==> config.mk <==
export PLATFORM = sky130hd
export DESIGN_NAME = mrc_frame_tracker
export DESIGN_NICKNAME = d
export VERILOG_FILES = /design/src/design/mrc_pkg.sv /design/src/design/mrc_frame_tracker.sv
export SDC_FILE = /design/constraint.sdc
export NUM_CORES = 1
export LEC_CHECK = 0
export BUFFER_PORTS_ARGS = -buffer_cell sky130_fd_sc_hd__buf_2
export CAP_MARGIN = 20
export CORE_ASPECT_RATIO = 1.75
export CORE_UTILIZATION = 63
export DETAILED_ROUTE_END_ITERATION = 10
export GPL_TIMING_DRIVEN = 0
export PLACE_DENSITY = 0.85
export RECOVER_POWER = 50
export SLEW_MARGIN = 20
export SYNTH_ARGS = -nofsm -noshare
export SYNTH_HDL_FRONTEND = slang
export SYNTH_SLANG_ARGS = --single-unit
==> constraint.sdc <==
create_clock -name clk -period 3.9 [get_ports clk]
set_input_delay 0.78 -clock clk [delete_from_list [all_inputs] [get_ports clk]]
set_output_delay 0.78 -clock clk [all_outputs]
set_load 0.01 [all_outputs]
==> src/design/mrc_pkg.sv <==
// shared types, constants and register indexes of the modbus rtu request checker
package mrc_pkg;

	localparam int MAX_FRAME_BYTES_DEFAULT = 511;

	localparam int CFG_IDX_W  = 8;
	localparam int CFG_DATA_W = 16;

	localparam logic [15:0] CRC_POLY = 16'hA001;
	localparam logic [15:0] CRC_INIT = 16'hFFFF;

	// configuration register indexes
	localparam logic [CFG_IDX_W-1:0] CFG_SLAVE_ADDRESS    = 8'd0;
	localparam logic [CFG_IDX_W-1:0] CFG_MAX_READ_BITS    = 8'd1;
	localparam logic [CFG_IDX_W-1:0] CFG_MAX_WRITE_BITS   = 8'd2;
	localparam logic [CFG_IDX_W-1:0] CFG_MAX_WRITE_WORDS  = 8'd3;
	localparam logic [CFG_IDX_W-1:0] CFG_CODE_READ_BITS   = 8'd4;
	localparam logic [CFG_IDX_W-1:0] CFG_CODE_READ_WORDS  = 8'd5;
	localparam logic [CFG_IDX_W-1:0] CFG_CODE_WRITE_BITS  = 8'd6;
	localparam logic [CFG_IDX_W-1:0] CFG_CODE_WRITE_WORDS = 8'd7;

	typedef enum logic [2:0] {
		VERDICT_OK       = 3'd0,
		VERDICT_ADDR     = 3'd1,
		VERDICT_CRC      = 3'd2,
		VERDICT_FUNCTION = 3'd3,
		VERDICT_LENGTH   = 3'd4
	} verdict_t;

	typedef struct packed {
		logic [7:0]  slave_address;
		logic [15:0] max_read_bits;
		logic [15:0] max_write_bits;
		logic [15:0] max_write_words;
		logic [7:0]  code_read_bits;
		logic [7:0]  code_read_words;
		logic [7:0]  code_write_bits;
		logic [7:0]  code_write_words;
	} cfg_t;

	// header fields and crc status of a finished frame
	typedef struct packed {
		logic [7:0]  address_byte;
		logic [7:0]  function_byte;
		logic [15:0] start_field;
		logic [15:0] quantity_field;
		logic [7:0]  byte_count_field;
		logic        crc_ok;
	} snap_t;

endpackage

==> src/design/mrc_frame_tracker.sv <==
// per-frame crc, byte counter and header capture, snapshot at frame end
module mrc_frame_tracker #(
	parameter int MAX_FRAME_BYTES = mrc_pkg::MAX_FRAME_BYTES_DEFAULT,
	localparam int CNT_W = $clog2(MAX_FRAME_BYTES + 1)
) (
	input  logic             clk,
	input  logic             arst_n,
	input  logic             go,
	input  logic [7:0]       rx_byte,
	input  logic             frame_end,
	output mrc_pkg::snap_t   snap_s2,
	output logic [CNT_W-1:0] len_s2
);

	logic [15:0]      crc_q;
	logic [CNT_W-1:0] count_q;
	logic [7:0]       address_q;
	logic [7:0]       function_q;
	logic [15:0]      start_q;
	logic [15:0]      quantity_q;
	logic [7:0]       byte_count_q;

	logic [15:0]      crc_next;
	logic [CNT_W-1:0] count_next;
	logic [7:0]       address_next;
	logic [7:0]       function_next;
	logic [15:0]      start_next;
	logic [15:0]      quantity_next;
	logic [7:0]       byte_count_next;

	// byte-wide reflected crc update, unrolled over the eight bits
	function automatic logic [15:0] crc_update(input logic [15:0] crc, input logic [7:0] b);
		logic [15:0] c;
		c = crc ^ {8'h00, b};
		for (int i = 0; i < 8; i++) begin
			c = c[0] ? ((c >> 1) ^ mrc_pkg::CRC_POLY) : (c >> 1);
		end
		return c;
	endfunction

	always_comb begin
		crc_next        = crc_update(crc_q, rx_byte);
		count_next      = (count_q < CNT_W'(MAX_FRAME_BYTES)) ? CNT_W'(count_q + 1'b1) : count_q;
		address_next    = address_q;
		function_next   = function_q;
		start_next      = start_q;
		quantity_next   = quantity_q;
		byte_count_next = byte_count_q;
		case (count_q)
			CNT_W'(0): address_next          = rx_byte;
			CNT_W'(1): function_next         = rx_byte;
			CNT_W'(2): start_next[15:8]      = rx_byte;
			CNT_W'(3): start_next[7:0]       = rx_byte;
			CNT_W'(4): quantity_next[15:8]   = rx_byte;
			CNT_W'(5): quantity_next[7:0]    = rx_byte;
			CNT_W'(6): byte_count_next       = rx_byte;
			default: ;
		endcase
	end

	always_ff @(posedge clk or negedge arst_n) begin
		if (!arst_n) begin
			crc_q        <= mrc_pkg::CRC_INIT;
			count_q      <= '0;
			address_q    <= '0;
			function_q   <= '0;
			start_q      <= '0;
			quantity_q   <= '0;
			byte_count_q <= '0;
		end else if (go) begin
			if (frame_end) begin
				crc_q        <= mrc_pkg::CRC_INIT;
				count_q      <= '0;
				address_q    <= '0;
				function_q   <= '0;
				start_q      <= '0;
				quantity_q   <= '0;
				byte_count_q <= '0;
			end else begin
				crc_q        <= crc_next;
				count_q      <= count_next;
				address_q    <= address_next;
				function_q   <= function_next;
				start_q      <= start_next;
				quantity_q   <= quantity_next;
				byte_count_q <= byte_count_next;
			end
		end
	end

	// snapshot of the finished frame
	always_ff @(posedge clk) begin
		if (go && frame_end) begin
			snap_s2.address_byte     <= address_next;
			snap_s2.function_byte    <= function_next;
			snap_s2.start_field      <= start_next;
			snap_s2.quantity_field   <= quantity_next;
			snap_s2.byte_count_field <= byte_count_next;
			snap_s2.crc_ok           <= (crc_next == 16'h0000);
			len_s2                   <= count_next;
		end
	end

	a_frame_cleared: assert property (@(posedge clk) disable iff (!arst_n)
		go && frame_end |=> count_q == '0 && crc_q == mrc_pkg::CRC_INIT)
		else $error("frame state not cleared after frame end");

endmodule

## Word-level counts from Yosys, hierarchy flattened

Index checks and enable logic that the tools add are counted.

- Bits in latches: 0
- Bits in writable memories: 0
- Memories: 0
- Flip-flop bits (word level): 147
- Input bits: 12
- Output and inout bits: 66
- Bits in read-only memories: 0

- $lt $le $gt $ge: 1
- Muxes and demuxes: 23
- Shift operators: 0
- Divide/modulo/power cells: 0
- Equality and inequality tests: 6
- Reduce and logical (&&, ||, !) cells: 3
- Multiply operators: 0
- $add $sub $neg: 1
- Bitwise operators: 9

Operator list:

| operator | number |
|---|---|
| $mux 16 | 11 |
| $mux 8 | 10 |
| $eq 9x3->1 const B | 3 |
| $not 2->3 | 8 |
| $eq 9x2->1 const B | 2 |
| $mux 9 | 2 |
| $logic_not 16->1 | 1 |
| $xor 16x8->16 | 1 |
| $add 9x1->9 const B | 1 |
| $eq 9x1->1 const B | 1 |
| $logic_not 9->1 | 1 |
| $lt 9x9->1 const B | 1 |
| $logic_and 1x1->1 | 1 |

## Logic depth before layout (Yosys ltp)

Gate-level depths: netlist of run 1.

- Depth in word-level cells: 18
- Depth in mapped cells: 8
- Depth with buffers taken out: 8

## Least setup slack after synthesis of run 1

Ideal clock, no wire load.

- Kind: input port to flip-flop
- Start point: in go
- End point: reg len_s2[0], enable pin
- Data arrival time: 3,841 ps
- Slack: -433 ps
- Path buffers: 1
- Library setup time: 492 ps
- Stages on the path: 3
- Required time: 3,408 ps
- Cells stage by stage: inv_1 -> clkbuf_1 -> nor2_1

- Cells in the longest elaborated chain, start to end: 1

Ends and longest elaborated chain:

| what | RTL line | text |
|---|---|---|
| start: declaration | mrc_frame_tracker.sv:8 | `input logic go,` |
| $logic_and 1x1->1 | mrc_frame_tracker.sv:93 | `if (go && frame_end) begin` |
| end signal: assignment | mrc_frame_tracker.sv:100 | `len_s2 <= count_next;` |
| end: declaration | mrc_frame_tracker.sv:12 | `output logic [CNT_W-1:0] len_s2` |

Every way passes these cells.
A chain may end at the register's enable or synchronous reset.

## Final worst setup path of run 1

- Start point: in rx_byte[4]
- End point: reg snap_s2[0] (netlist name), data pin

- Cells in the longest elaborated chain, start to end: 12
- Elaborated cells between the ends (all ways): 13
- Classes of those cells: 8 x mux; 4 x bitwise; 1 x reduce/logical

Ends and longest elaborated chain:

| what | RTL line | text |
|---|---|---|
| start: declaration | mrc_frame_tracker.sv:9 | `input logic [7:0] rx_byte,` |
| $xor 16x8->16 * | mrc_frame_tracker.sv:34 | `c = crc ^ {8'h00, b};` |
| $mux 16 * (3 in a row) | mrc_frame_tracker.sv:36 | `c = c[0] ? ((c >> 1) ^ mrc_pkg::CRC_POLY) : (c >> 1);` |
| $not 2->3 (no source line) | -- |  |
| $mux 16 * (4 in a row) | mrc_frame_tracker.sv:36 |  |
| $not 2->3 (no source line) or $mux 16 (tied branches) | -- |  |
| $mux 16 * | mrc_frame_tracker.sv:36 |  |
| $logic_not 16->1 * | mrc_frame_tracker.sv:99 | `snap_s2.crc_ok <= (crc_next == 16'h0000);` |
| end: declaration | mrc_frame_tracker.sv:11 | `output mrc_pkg::snap_t snap_s2,` |

Mark *: on every way between the ends. The rest lies on a longest branch, timed or not.

==> results of run 1 <==
-- state kept, by name, indices dropped and copies added (netlist names) --
signal	count
len_s2	9
crc_q	16
quantity_q	16
function_q	8
count_q	9
snap_s2	57
address_q	8
start_q	16
byte_count_q	8
-- cell type report --
class / instances / area (um2) / share of cell area [%]
Inverter: 6 / 22.5 / 0.291
Clock buffer: 19 / 443 / 5.71
Sequential cell: 147 / 4030 / 52.0
Tap cell: 127 / 159 / 2.05
Clock inverter: 13 / 205 / 2.65
Buffer: 39 / 151 / 1.95
Multi-Input combinational cell: 308 / 2390 / 30.8
Timing Repair Buffer: 80 / 353 / 4.55
-- metrics by stage --
stage               cells  instance area (um2)  setup TNS [ps]  worst slack [ps]
detailed placement    707                 7220               0               442
CTS                   739                 7870               0               854
finish                739                 7750               0               856
global placement      704                 7140          -16920              -261
floorplan             500                 6600               0               686
global route          739                 7750               0               554
-- how the worst max path moves through the flow --
stage                           from                  endpoint  depth (start not counted)  slack (ps)
final                     rx_byte[4]      snap_s2[0]$_DFFE_PP_                          9         860
after global routing          arst_n  address_q[0]$_DFFE_PN0P_                          2         550
after CTS                 rx_byte[4]      snap_s2[0]$_DFFE_PP_                          9         850
after detailed placement  rx_byte[4]      snap_s2[0]$_DFFE_PP_                          9         440
after global placement            go     snap_s2[28]$_DFFE_PP_                          4        -260
after floorplan                   go       len_s2[0]$_DFFE_PP_                          3         690
-- report_power, final --
group / switching, mW / internal [mW]
clock network: 0.635 / 1.15
registers: 0.173 / 1.93
logic: 0.592 / 0.463
total: 1.40 / 3.55
-- worst reg2reg max path: stages, from the launching register on --
cell,delay [ps]
dfstp_2,550
xnor2_1,230
xnor2_1,210
xnor3_1,500
xnor2_1,270
ha_1,320
xnor2_1,290
nand4_1,150
nor4_2,220
-- cells in the final DEF (no fill, tap or decap), drive strengths merged, types with 2 or more instances in the layout --
cell,count
clkbuf,123
edfxtp,66
dfrtp,65
mux2,52
a22oi,47
o2bb2ai,47
nor2,37
a21oi,20
xnor2,17
dfstp,16
nand2,15
buf,15
a22o,11
o21ai,10
nand3,7
inv,7
xor2,6
nand4,6
and3,5
ha,5
bufinv,5
clkinv,5
nor3,2
and4,2
a31oi,2
o31ai,2
a21o,2
clkinvlp,2
nor4,2
-- per-layer routing --
| layer | vias to the layer above | GRT usage, % | wire length, um |
|---|---|---|---|
| met5 | - | 0 | 0 |
| met4 | 0 | 17.4 | 788 |
| met3 | 64 | 7.09 | 1120 |
| met2 | 287 | 55.7 | 8550 |
| met1 | 2421 | 38.7 | 6070 |
| li1 | 2114 | - | - |
-- cells by family after synthesis --
family                   Yosys count
AND/OR/NAND/NOR                   80
XOR/XNOR                          24
flip-flops                       147
AO/OA/AOI/OAI                    147
buffers and inverters             45
multiplexers                      52
adder cells (fa/ha/maj)            5
==> results.cfg, run 1 <==
[outcome]
status = finished with violations
failed_checks = max-capacitance violations, max-slew violations

[power]
power_density_mw_per_mm2 = 638
peakVddDrop_mv = 0.699
p_total_mw = 4.95
p_leak_nw = 3.00

[timing]
slew-limit-headroom_pct = -9.16
worst_clock_skew_ps = 6.99
finalCriticalPeriod_ps = 3040
hold_violations = 0
post-route-period-util_pct = 78.1
worst_slew_pin_slew_ps = 1640
rsz0062_at_grt = no
finalSetupViolCount = 0
report.final.slew_viol_count = 47
fmax_ghz = 0.328
whs_ps = 504

[detailed_routing]
drtIter0Drc = 552
drt_wl_total_um = 16500
routed_via_density = 6.61
ant_nets = 0
num_vias = 4886
first_pass_iters = 5
drc_errors = 0
wl_per_cell_um = 22.4

[clocking]
clockBufferDepth = 2
clock_sinks = 147
clk_pin_slew_ps = 60
clk_root_buffer_cell = clkbuf_16
cts.htree.levels = 4
postCtsSetupBuffers = 0
hold_buffers = 0
clk_latency_ps = 430
tritoncts = yes
ctsResizeCount = 0
cts_inserted_buffers = 17

[placement]
place_congestion = 0.880
dpl.hpwl_um = 10700
port-buffer-count = 77

[die]
die_y_um = 137
dieArea_mm2 = 0.0109
start_util_pct = 64.4
rows = 49
die_x_um = 79.3
pin_count = 78
core_area_mm2 = 0.0102

[yosys]
synth_cell_types = 41
synth_ff_type = edfxtp_1
yosys.area_share.simple_pct = 6.11
syn_avg_cell_area_um2 = 13.2
ys_ff_latch = 147
synth_mux_area_share_pct = 8.88
synth_fp_nets = 517
synth_xor_area_share_pct = 3.51
synth_commonest_cells = edfxtp_1 (66), dfrtp_1 (65), mux2_2 (52)
async_reset_ff_share_pct = 55.1
synthCells = 500
synth_edf_count = 66
synth_top_family_by_area = compound AO/OA/AOI/OAI gates
seq_area_frac_synth_pct = 61.1
synth_top_area_cell = edfxtp_1
ys_top_cells_by_area = edfxtp_1 (30%), dfrtp_1 (25%), mux2_2 (8.9%)
synth-compound-area-share_pct = 16.8
yosys.cell_count.top_type = edfxtp_1
synth.cell_area_mm2 = 0.00659
synthAdderAreaFrac_pct = 0.949
yosysWarnings = 0
yosysTopAreaCellShare_pct = 30.1

[grt]
grt_antenna_before_repair = 0
grt_overflow = 0
grt_start_max_net_pins = 52
grt_pass1_wl_um = 26000
grt_pass1_vias = 4775
grt_use_total_pct = 32.8

[flow_run]
drv_cap = 2

[final_layout]
utilization_pct = 75.7
diodes = 0
nets = 616
fill_cells = 649
drive_gt1_share_pct = 19.6
area_growth_pct = 17.6

[setup_path]
critical_path.slowest_cell = xnor3_1
worstPathRequired_ps = 4160
worst-path-max-fanout = 6
cp-start-kind = primary input
end_kind = flop
crit_family = XOR/XNOR gates
crit_type = primary input to flop
arrival_ps = 3300
r2r_start = crc_q[5]$_DFFE_PN1P_
cp_common_cell = xnor2_1
r2r_cells = 8
max_stage_delay_ps = 500
crit_chain = buf_2, xnor2_1, xnor2_1, xnor3_1, xnor2_1, ha_1, xnor2_1, nand4_1, nor4_2
reg2reg_slack_ps = 990
crit_buf_inv = 1
worstReg2RegEnd = snap_s2[0]$_DFFE_PP_

[hold_path]
min_from = quantity_q[8]$_DFFE_PN0P_
hold_path_class = flop to flop
hold-path-cell-count = 1
holdPathEnd = quantity_q[8]$_DFFE_PN0P_
Power figures use the tool's default switching activity.
==> inputs of run 2 (changes only) <==
CORE_UTILIZATION = 52   (was 63)
PLACE_DENSITY = 0.75   (was 0.85)
clock period = 2.6 ns   (was 3.9 ns; I/O delays follow)
==> run 2 against run 1 <==
Compared with the run above:
- the run still ends with max-capacitance violations, max-slew violations left
- combinational power up 84%
- via count down 2.7%
- worst hold slack lost 32 ps
- clock skew grew 4.6 ps
- sequential cell count is the same
- final cell count up 6.1%
- clock power rose by 50%
- critical endpoint unchanged
- largest cell class unchanged
==> results.cfg, run 2 (synthesis results as in run 1) <==
[outcome]
status = finished with violations
failed_checks = max-capacitance violations, max-slew violations

[timing]
report.final.slew_viol_count = 32
slew-limit-headroom_pct = -31.7
finalCriticalPeriod_ps = 2550
hold_violations = 0
whs_ps = 472
worst_clock_skew_ps = 11.5
worst_slew_pin_slew_ps = 1980
post-route-period-util_pct = 98.2
finalSetupViolCount = 0
fmax_ghz = 0.392

[detailed_routing]
dr_wl_met2_um = 8750
top_layer_used = met4
drt-met1-wl_um = 6370
routed_via_density = 6.07
drc_errors = 0
wl_per_cell_um = 21.2
drtIter0Drc = 385
num_vias = 4756
ant_nets = 0
first_pass_iters = 5
drt_wl_total_um = 16600
met3_length_um = 739

[power]
p_total_mw = 7.79
p_leak_nw = 3.09
peakVddDrop_mv = 0.960
power_density_mw_per_mm2 = 978

[clocking]
hold_buffers = 0
clock_sinks = 147
clk_latency_ps = 430
cts.htree.levels = 4
clockBufferDepth = 2
tritoncts = yes
cts_inserted_buffers = 17
clk_pin_slew_ps = 60
clk_root_buffer_cell = clkbuf_16

[grt]
grt_pass1_vias = 4736
grt_use_total_pct = 26.6
grt_overflow = 0
grt_antenna_before_repair = 0
grt_start_max_net_pins = 51
grt_pass1_wl_um = 25500

[final_layout]
area_growth_pct = 20.8
drive_gt1_share_pct = 22.1
regMostFlops = snap_s2
utilization_pct = 64.1
largest_register_ffs = 57
final_cell_mix = clkbuf_1 (102), edfxtp_1 (66), dfrtp_1 (65)
diodes = 0
nets = 620
fin_cells = 784
final_common_cell = clkbuf_1

[setup_path]
worst-path-max-fanout = 4
r2r_start = crc_q[4]$_DFFE_PN1P_
end_kind = flop
crit_family = XOR/XNOR gates
reg2reg_slack_ps = 50
arrival_ps = 2720
cp_common_cell = xnor2_4
max_stage_delay_ps = 580
critical_path.slowest_cell = dfstp_2
crit_start = crc_q[4]$_DFFE_PN1P_
crit_buf_inv = 0
crit_type = flop to flop
worstPathRequired_ps = 2770
r2r_cells = 7
endpoint = snap_s2[0]$_DFFE_PP_
worstReg2RegEnd = snap_s2[0]$_DFFE_PP_
crit_chain = xnor2_4, xnor2_2, xnor3_2, xnor2_4, ha_4, xor2_1, nor4_2
cp-start-kind = flop
path_depth = 7

[die]
die_x_um = 87.1
pin_count = 78
start_util_pct = 53.0
rows = 54
dieArea_mm2 = 0.0132
die_y_um = 151
core_area_mm2 = 0.0124

[placement]
dp.cells = 748
place_congestion = 0.879
port-buffer-count = 77
dpl.hpwl_um = 10800

[flow_run]
drv_cap = 1

[hold_path]
hold_path_class = primary input to flop
min_from = rx_byte[7]
## run 2: changes by cell type in the layout (fill, tap and decap cells not counted), moves of 2 or more
cell | before | now
xnor2_1 | 16 | 9
xnor2_2 | 1 | 5
buf_4 | 0 | 3
clkinv_4 | 2 | 5
xnor2_4 | 0 | 3
clkbuf_1 | 104 | 102
clkinvlp_4 | 2 | 0
## run 2: worst min path at each step
| stage | endpoint | cells after the start |
|---|---|---|
| detailed placement | function_q[2]$_DFFE_PN0P_ | 1 |
| finish | quantity_q[7]$_DFFE_PN0P_ | 3 |
| global route | quantity_q[7]$_DFFE_PN0P_ | 3 |
| global placement | function_q[2]$_DFFE_PN0P_ | 1 |
| floorplan | address_q[0]$_DFFE_PN0P_ | 0 |
| CTS | quantity_q[4]$_DFFE_PN0P_ | 1 |
## run 2: worst reg2reg max path, delay by kind of cell (launching register included)
family | cells | cell delay, ps
fa+ha+maj | 1 | 350
simple gates | 1 | 90
flops | 1 | 580
xor+xnor | 5 | 1270
## run 2: area by class of cell
| type | count | area [um2] |
|---|---|---|
| plain buffers | 39 | 153 |
| well taps | 168 | 210 |
| repair buffers | 84 | 405 |
| inverters | 6 | 22.5 |
| clock inverters | 13 | 198 |
| multi-input cells | 308 | 2500 |
| flip-flops and latches | 147 | 4030 |
| fillers | 1005 | 4470 |
| clock buffers | 19 | 453 |
## run 2: what timing repair did
item / 4_1_cts / 5_1_grt
buffers inserted: 3 / 1
pin swaps: 3 / 5
resized for setup: 5 / 5
setup endpoints to repair: 1 / 2
## run 2: power by group
part / internal [mW] / switching (mW) / leakage [nW]
sequential: 2.90 / 0.258 / 1.69
combinational: 0.961 / 0.991 / 1.08
clock: 1.67 / 1.01 / 0.320
## run 2: layer usage
layer / up-vias / track usage [%]
met5: - / 0
met1: 2394 / 30.5
li1: 2132 / -
met4: 0 / 16.2
met2: 180 / 45.6
met3: 50 / 5.12
## run 2: through the flow
stage          TNS [ps]  setup slack (ps)  area, um2
2_1_floorplan         0              47.6       6620
3_3_place_gp     -24290              -472       7210
3_5_place_dp       -911              -519       7290
4_1_cts               0              3.17       8010
5_1_grt           -5.11             -5.11       7970
6_report              0              46.3       7970
==> inputs of run 3 (changes only) <==
CORE_UTILIZATION = 50   (was 52)
PLACE_DENSITY = 0.73   (was 0.75)
SETUP_SLACK_MARGIN = 0.15   (was unset)
==> run 3 against run 2 <==
Compared with the run above:
- the run still ends with max-capacitance violations, max-slew violations left
- clock power down 15%
- fmax up 0.37%
- total power down 4.3%
- sequential cell count stayed put
- critical path type unchanged
==> results.cfg, run 3 (synthesis results as in run 1) <==
[grt]
grt_pass1_vias = 4787
grt_antenna_before_repair = 0
grt_start_max_net_pins = 50
grt_pass1_wl_um = 25700
grt_overflow = 0
grt_use_total_pct = 25.6

[power]
peakVddDrop_mv = 0.759
seqPwrFrac_pct = 42.3
power_density_mw_per_mm2 = 939
p_total_mw = 7.45
clkPwrFrac_pct = 30.7
pwr-share-comb_pct = 27.0
p_sw_mw = 2.22
p_int_mw = 5.24
switching_share_pct = 29.7
p_leak_nw = 3.06

[final_layout]
nets = 624
largest_register_ffs = 57
final_cell_mix = clkbuf_1 (105), edfxtp_1 (66), dfrtp_1 (65)
regMostFlops = snap_s2
fill_cells = 1040
area_growth_pct = 20.4
utilization_pct = 61.7
drive_gt1_share_pct = 22.6
diodes = 0
register_area_mm2 = 0.00403
multiInputGateArea_mm2 = 0.00253
final_common_cell = clkbuf_1

[outcome]
failed_checks = max-capacitance violations, max-slew violations
status = finished with violations

[clocking]
clk_root_buffer_cell = clkbuf_16
clk_latency_ps = 420
cts_inserted_buffers = 17
hold_buffers = 0
clock_sinks = 147
tritoncts = yes
cts.htree.levels = 4
clk_pin_slew_ps = 60
clockBufferDepth = 2

[placement]
dpl.hpwl_um = 11000
port-buffer-count = 77
place_congestion = 0.923

[detailed_routing]
wl_per_cell_um = 20.3
num_vias = 4724
drc_errors = 0
routed_via_density = 5.97
first_pass_iters = 5
ant_nets = 0
drtIter0Drc = 373
drt_wl_total_um = 16100

[setup_path]
worstPathRequired_ps = 2840
crit_chain = xnor2_2, xnor2_2, xnor3_1, xnor2_2, ha_4, xor2_4, nor4_2
max_stage_delay_ps = 550
critical_path.slowest_cell = dfstp_2
worst-path-max-fanout = 3
crit_type = flop to flop
arrival_ps = 2790
r2r_cells = 7
end_kind = flop
path_depth = 7
cp-start-kind = flop
crit_family = XOR/XNOR gates
r2r_start = crc_q[2]$_DFFE_PN1P_
crit_buf_inv = 0
crit_start = crc_q[2]$_DFFE_PN1P_
cp_common_cell = xnor2_2

[timing]
rsz0062_at_grt = yes
worst_clock_skew_ps = 8.05
fmax_ghz = 0.393
post-route-period-util_pct = 97.9
worst_slew_pin_slew_ps = 1920
finalSetupViolCount = 0
finalCriticalPeriod_ps = 2540
slew-limit-headroom_pct = -28.2
hold_violations = 0
report.final.slew_viol_count = 33

[die]
dieArea_mm2 = 0.0137
pin_count = 78
core_area_mm2 = 0.0129
die_y_um = 154
start_util_pct = 51.2
rows = 55
die_x_um = 88.8

[hold_path]
hold-path-cell-count = 3
hold_path_class = primary input to flop
min_from = rx_byte[7]

[flow_run]
drv_cap = 1
[run 3: cell count changes in the layout (fill, tap and decap cells not counted), moves of 2 or more]
cell	delta
buf_4	+5
bufinv_16	-3
clkbuf_1	+3
clkinv_1	+2
clkinv_4	-3
clkinvlp_4	+4
xnor2_1	-3
xnor2_2	+4
[run 3: power groups by stage]
stage | combinational (mW) | sequential [mW] | clock [mW]
CTS | 1.86 | 3.14 | 2.31
global route | 2.15 | 3.20 | 2.41
finish | 2.01 | 3.15 | 2.29
floorplan | 1.10 | 3.16 | 0
global placement | 1.53 | 3.15 | 0
detailed placement | 1.58 | 3.17 | 0
[run 3: layer usage]
metal	global-route usage, %	up-vias	part of all wire (%)
met5	0	-	0
met4	14.3	0	4.9
met3	5.42	55	5.4
met2	42.2	190	51
met1	30.6	2342	38
li1	-	2137	-
[run 3: layout make-up]
| class | instances | area share, % |
|---|---|---|
| clock inverters | 12 | 1.36 |
| well taps | 171 | 2.70 |
| flip-flops and latches | 147 | 50.8 |
| inverters | 6 | 0.284 |
| multi-input cells | 308 | 31.9 |
| clock buffers | 20 | 5.63 |
| plain buffers | 39 | 1.91 |
| repair buffers | 88 | 5.49 |
[run 3: path summary, 6_finish.rpt]
| path | to | slack (ps) |
|---|---|---|
| worst max-delay path | snap_s2[0]$_DFFE_PP_ | 60 |
| worst min-delay path | quantity_q[7]$_DFFE_PN0P_ | 450 |
| worst max register to register | snap_s2[0]$_DFFE_PP_ | 60 |
| worst min register to register | quantity_q[8]$_DFFE_PN0P_ | 510 |
| max in group asynchronous | byte_count_q[5]$_DFFE_PN0P_ | 860 |
| min in group asynchronous | start_q[14]$_DFFE_PN0P_ | 640 |
[run 3: timing repair]
| item | 4_1_cts | 5_1_grt |
|---|---|---|
| gates resized for setup | 8 | 4 |
| pin swaps | 6 | 5 |
| endpoints found under the setup margin | 2 | 5 |
| setup buffers | 5 | 3 |
[run 3: worst register-to-register path: stages (launching register included)]
cell and delay, ps:
dfstp_2 550, xnor2_2 100, xnor2_2 290, xnor3_1 420
xnor2_2 280, ha_4 280, xor2_4 200, nor4_2 260
[run 3: per-stage QoR]
stage,cells,worst slack [ps],hold slack (ps),TNS [ps],cell area (um2)
6_report,791,55.5,451,0,7940
3_5_place_dp,751,-371,489,-666,7320
3_3_place_gp,748,-367,470,-24510,7240
4_1_cts,788,128,67.2,0,7980
5_1_grt,791,-23.6,477,-23.6,7940
2_1_floorplan,500,167,224,0,6650
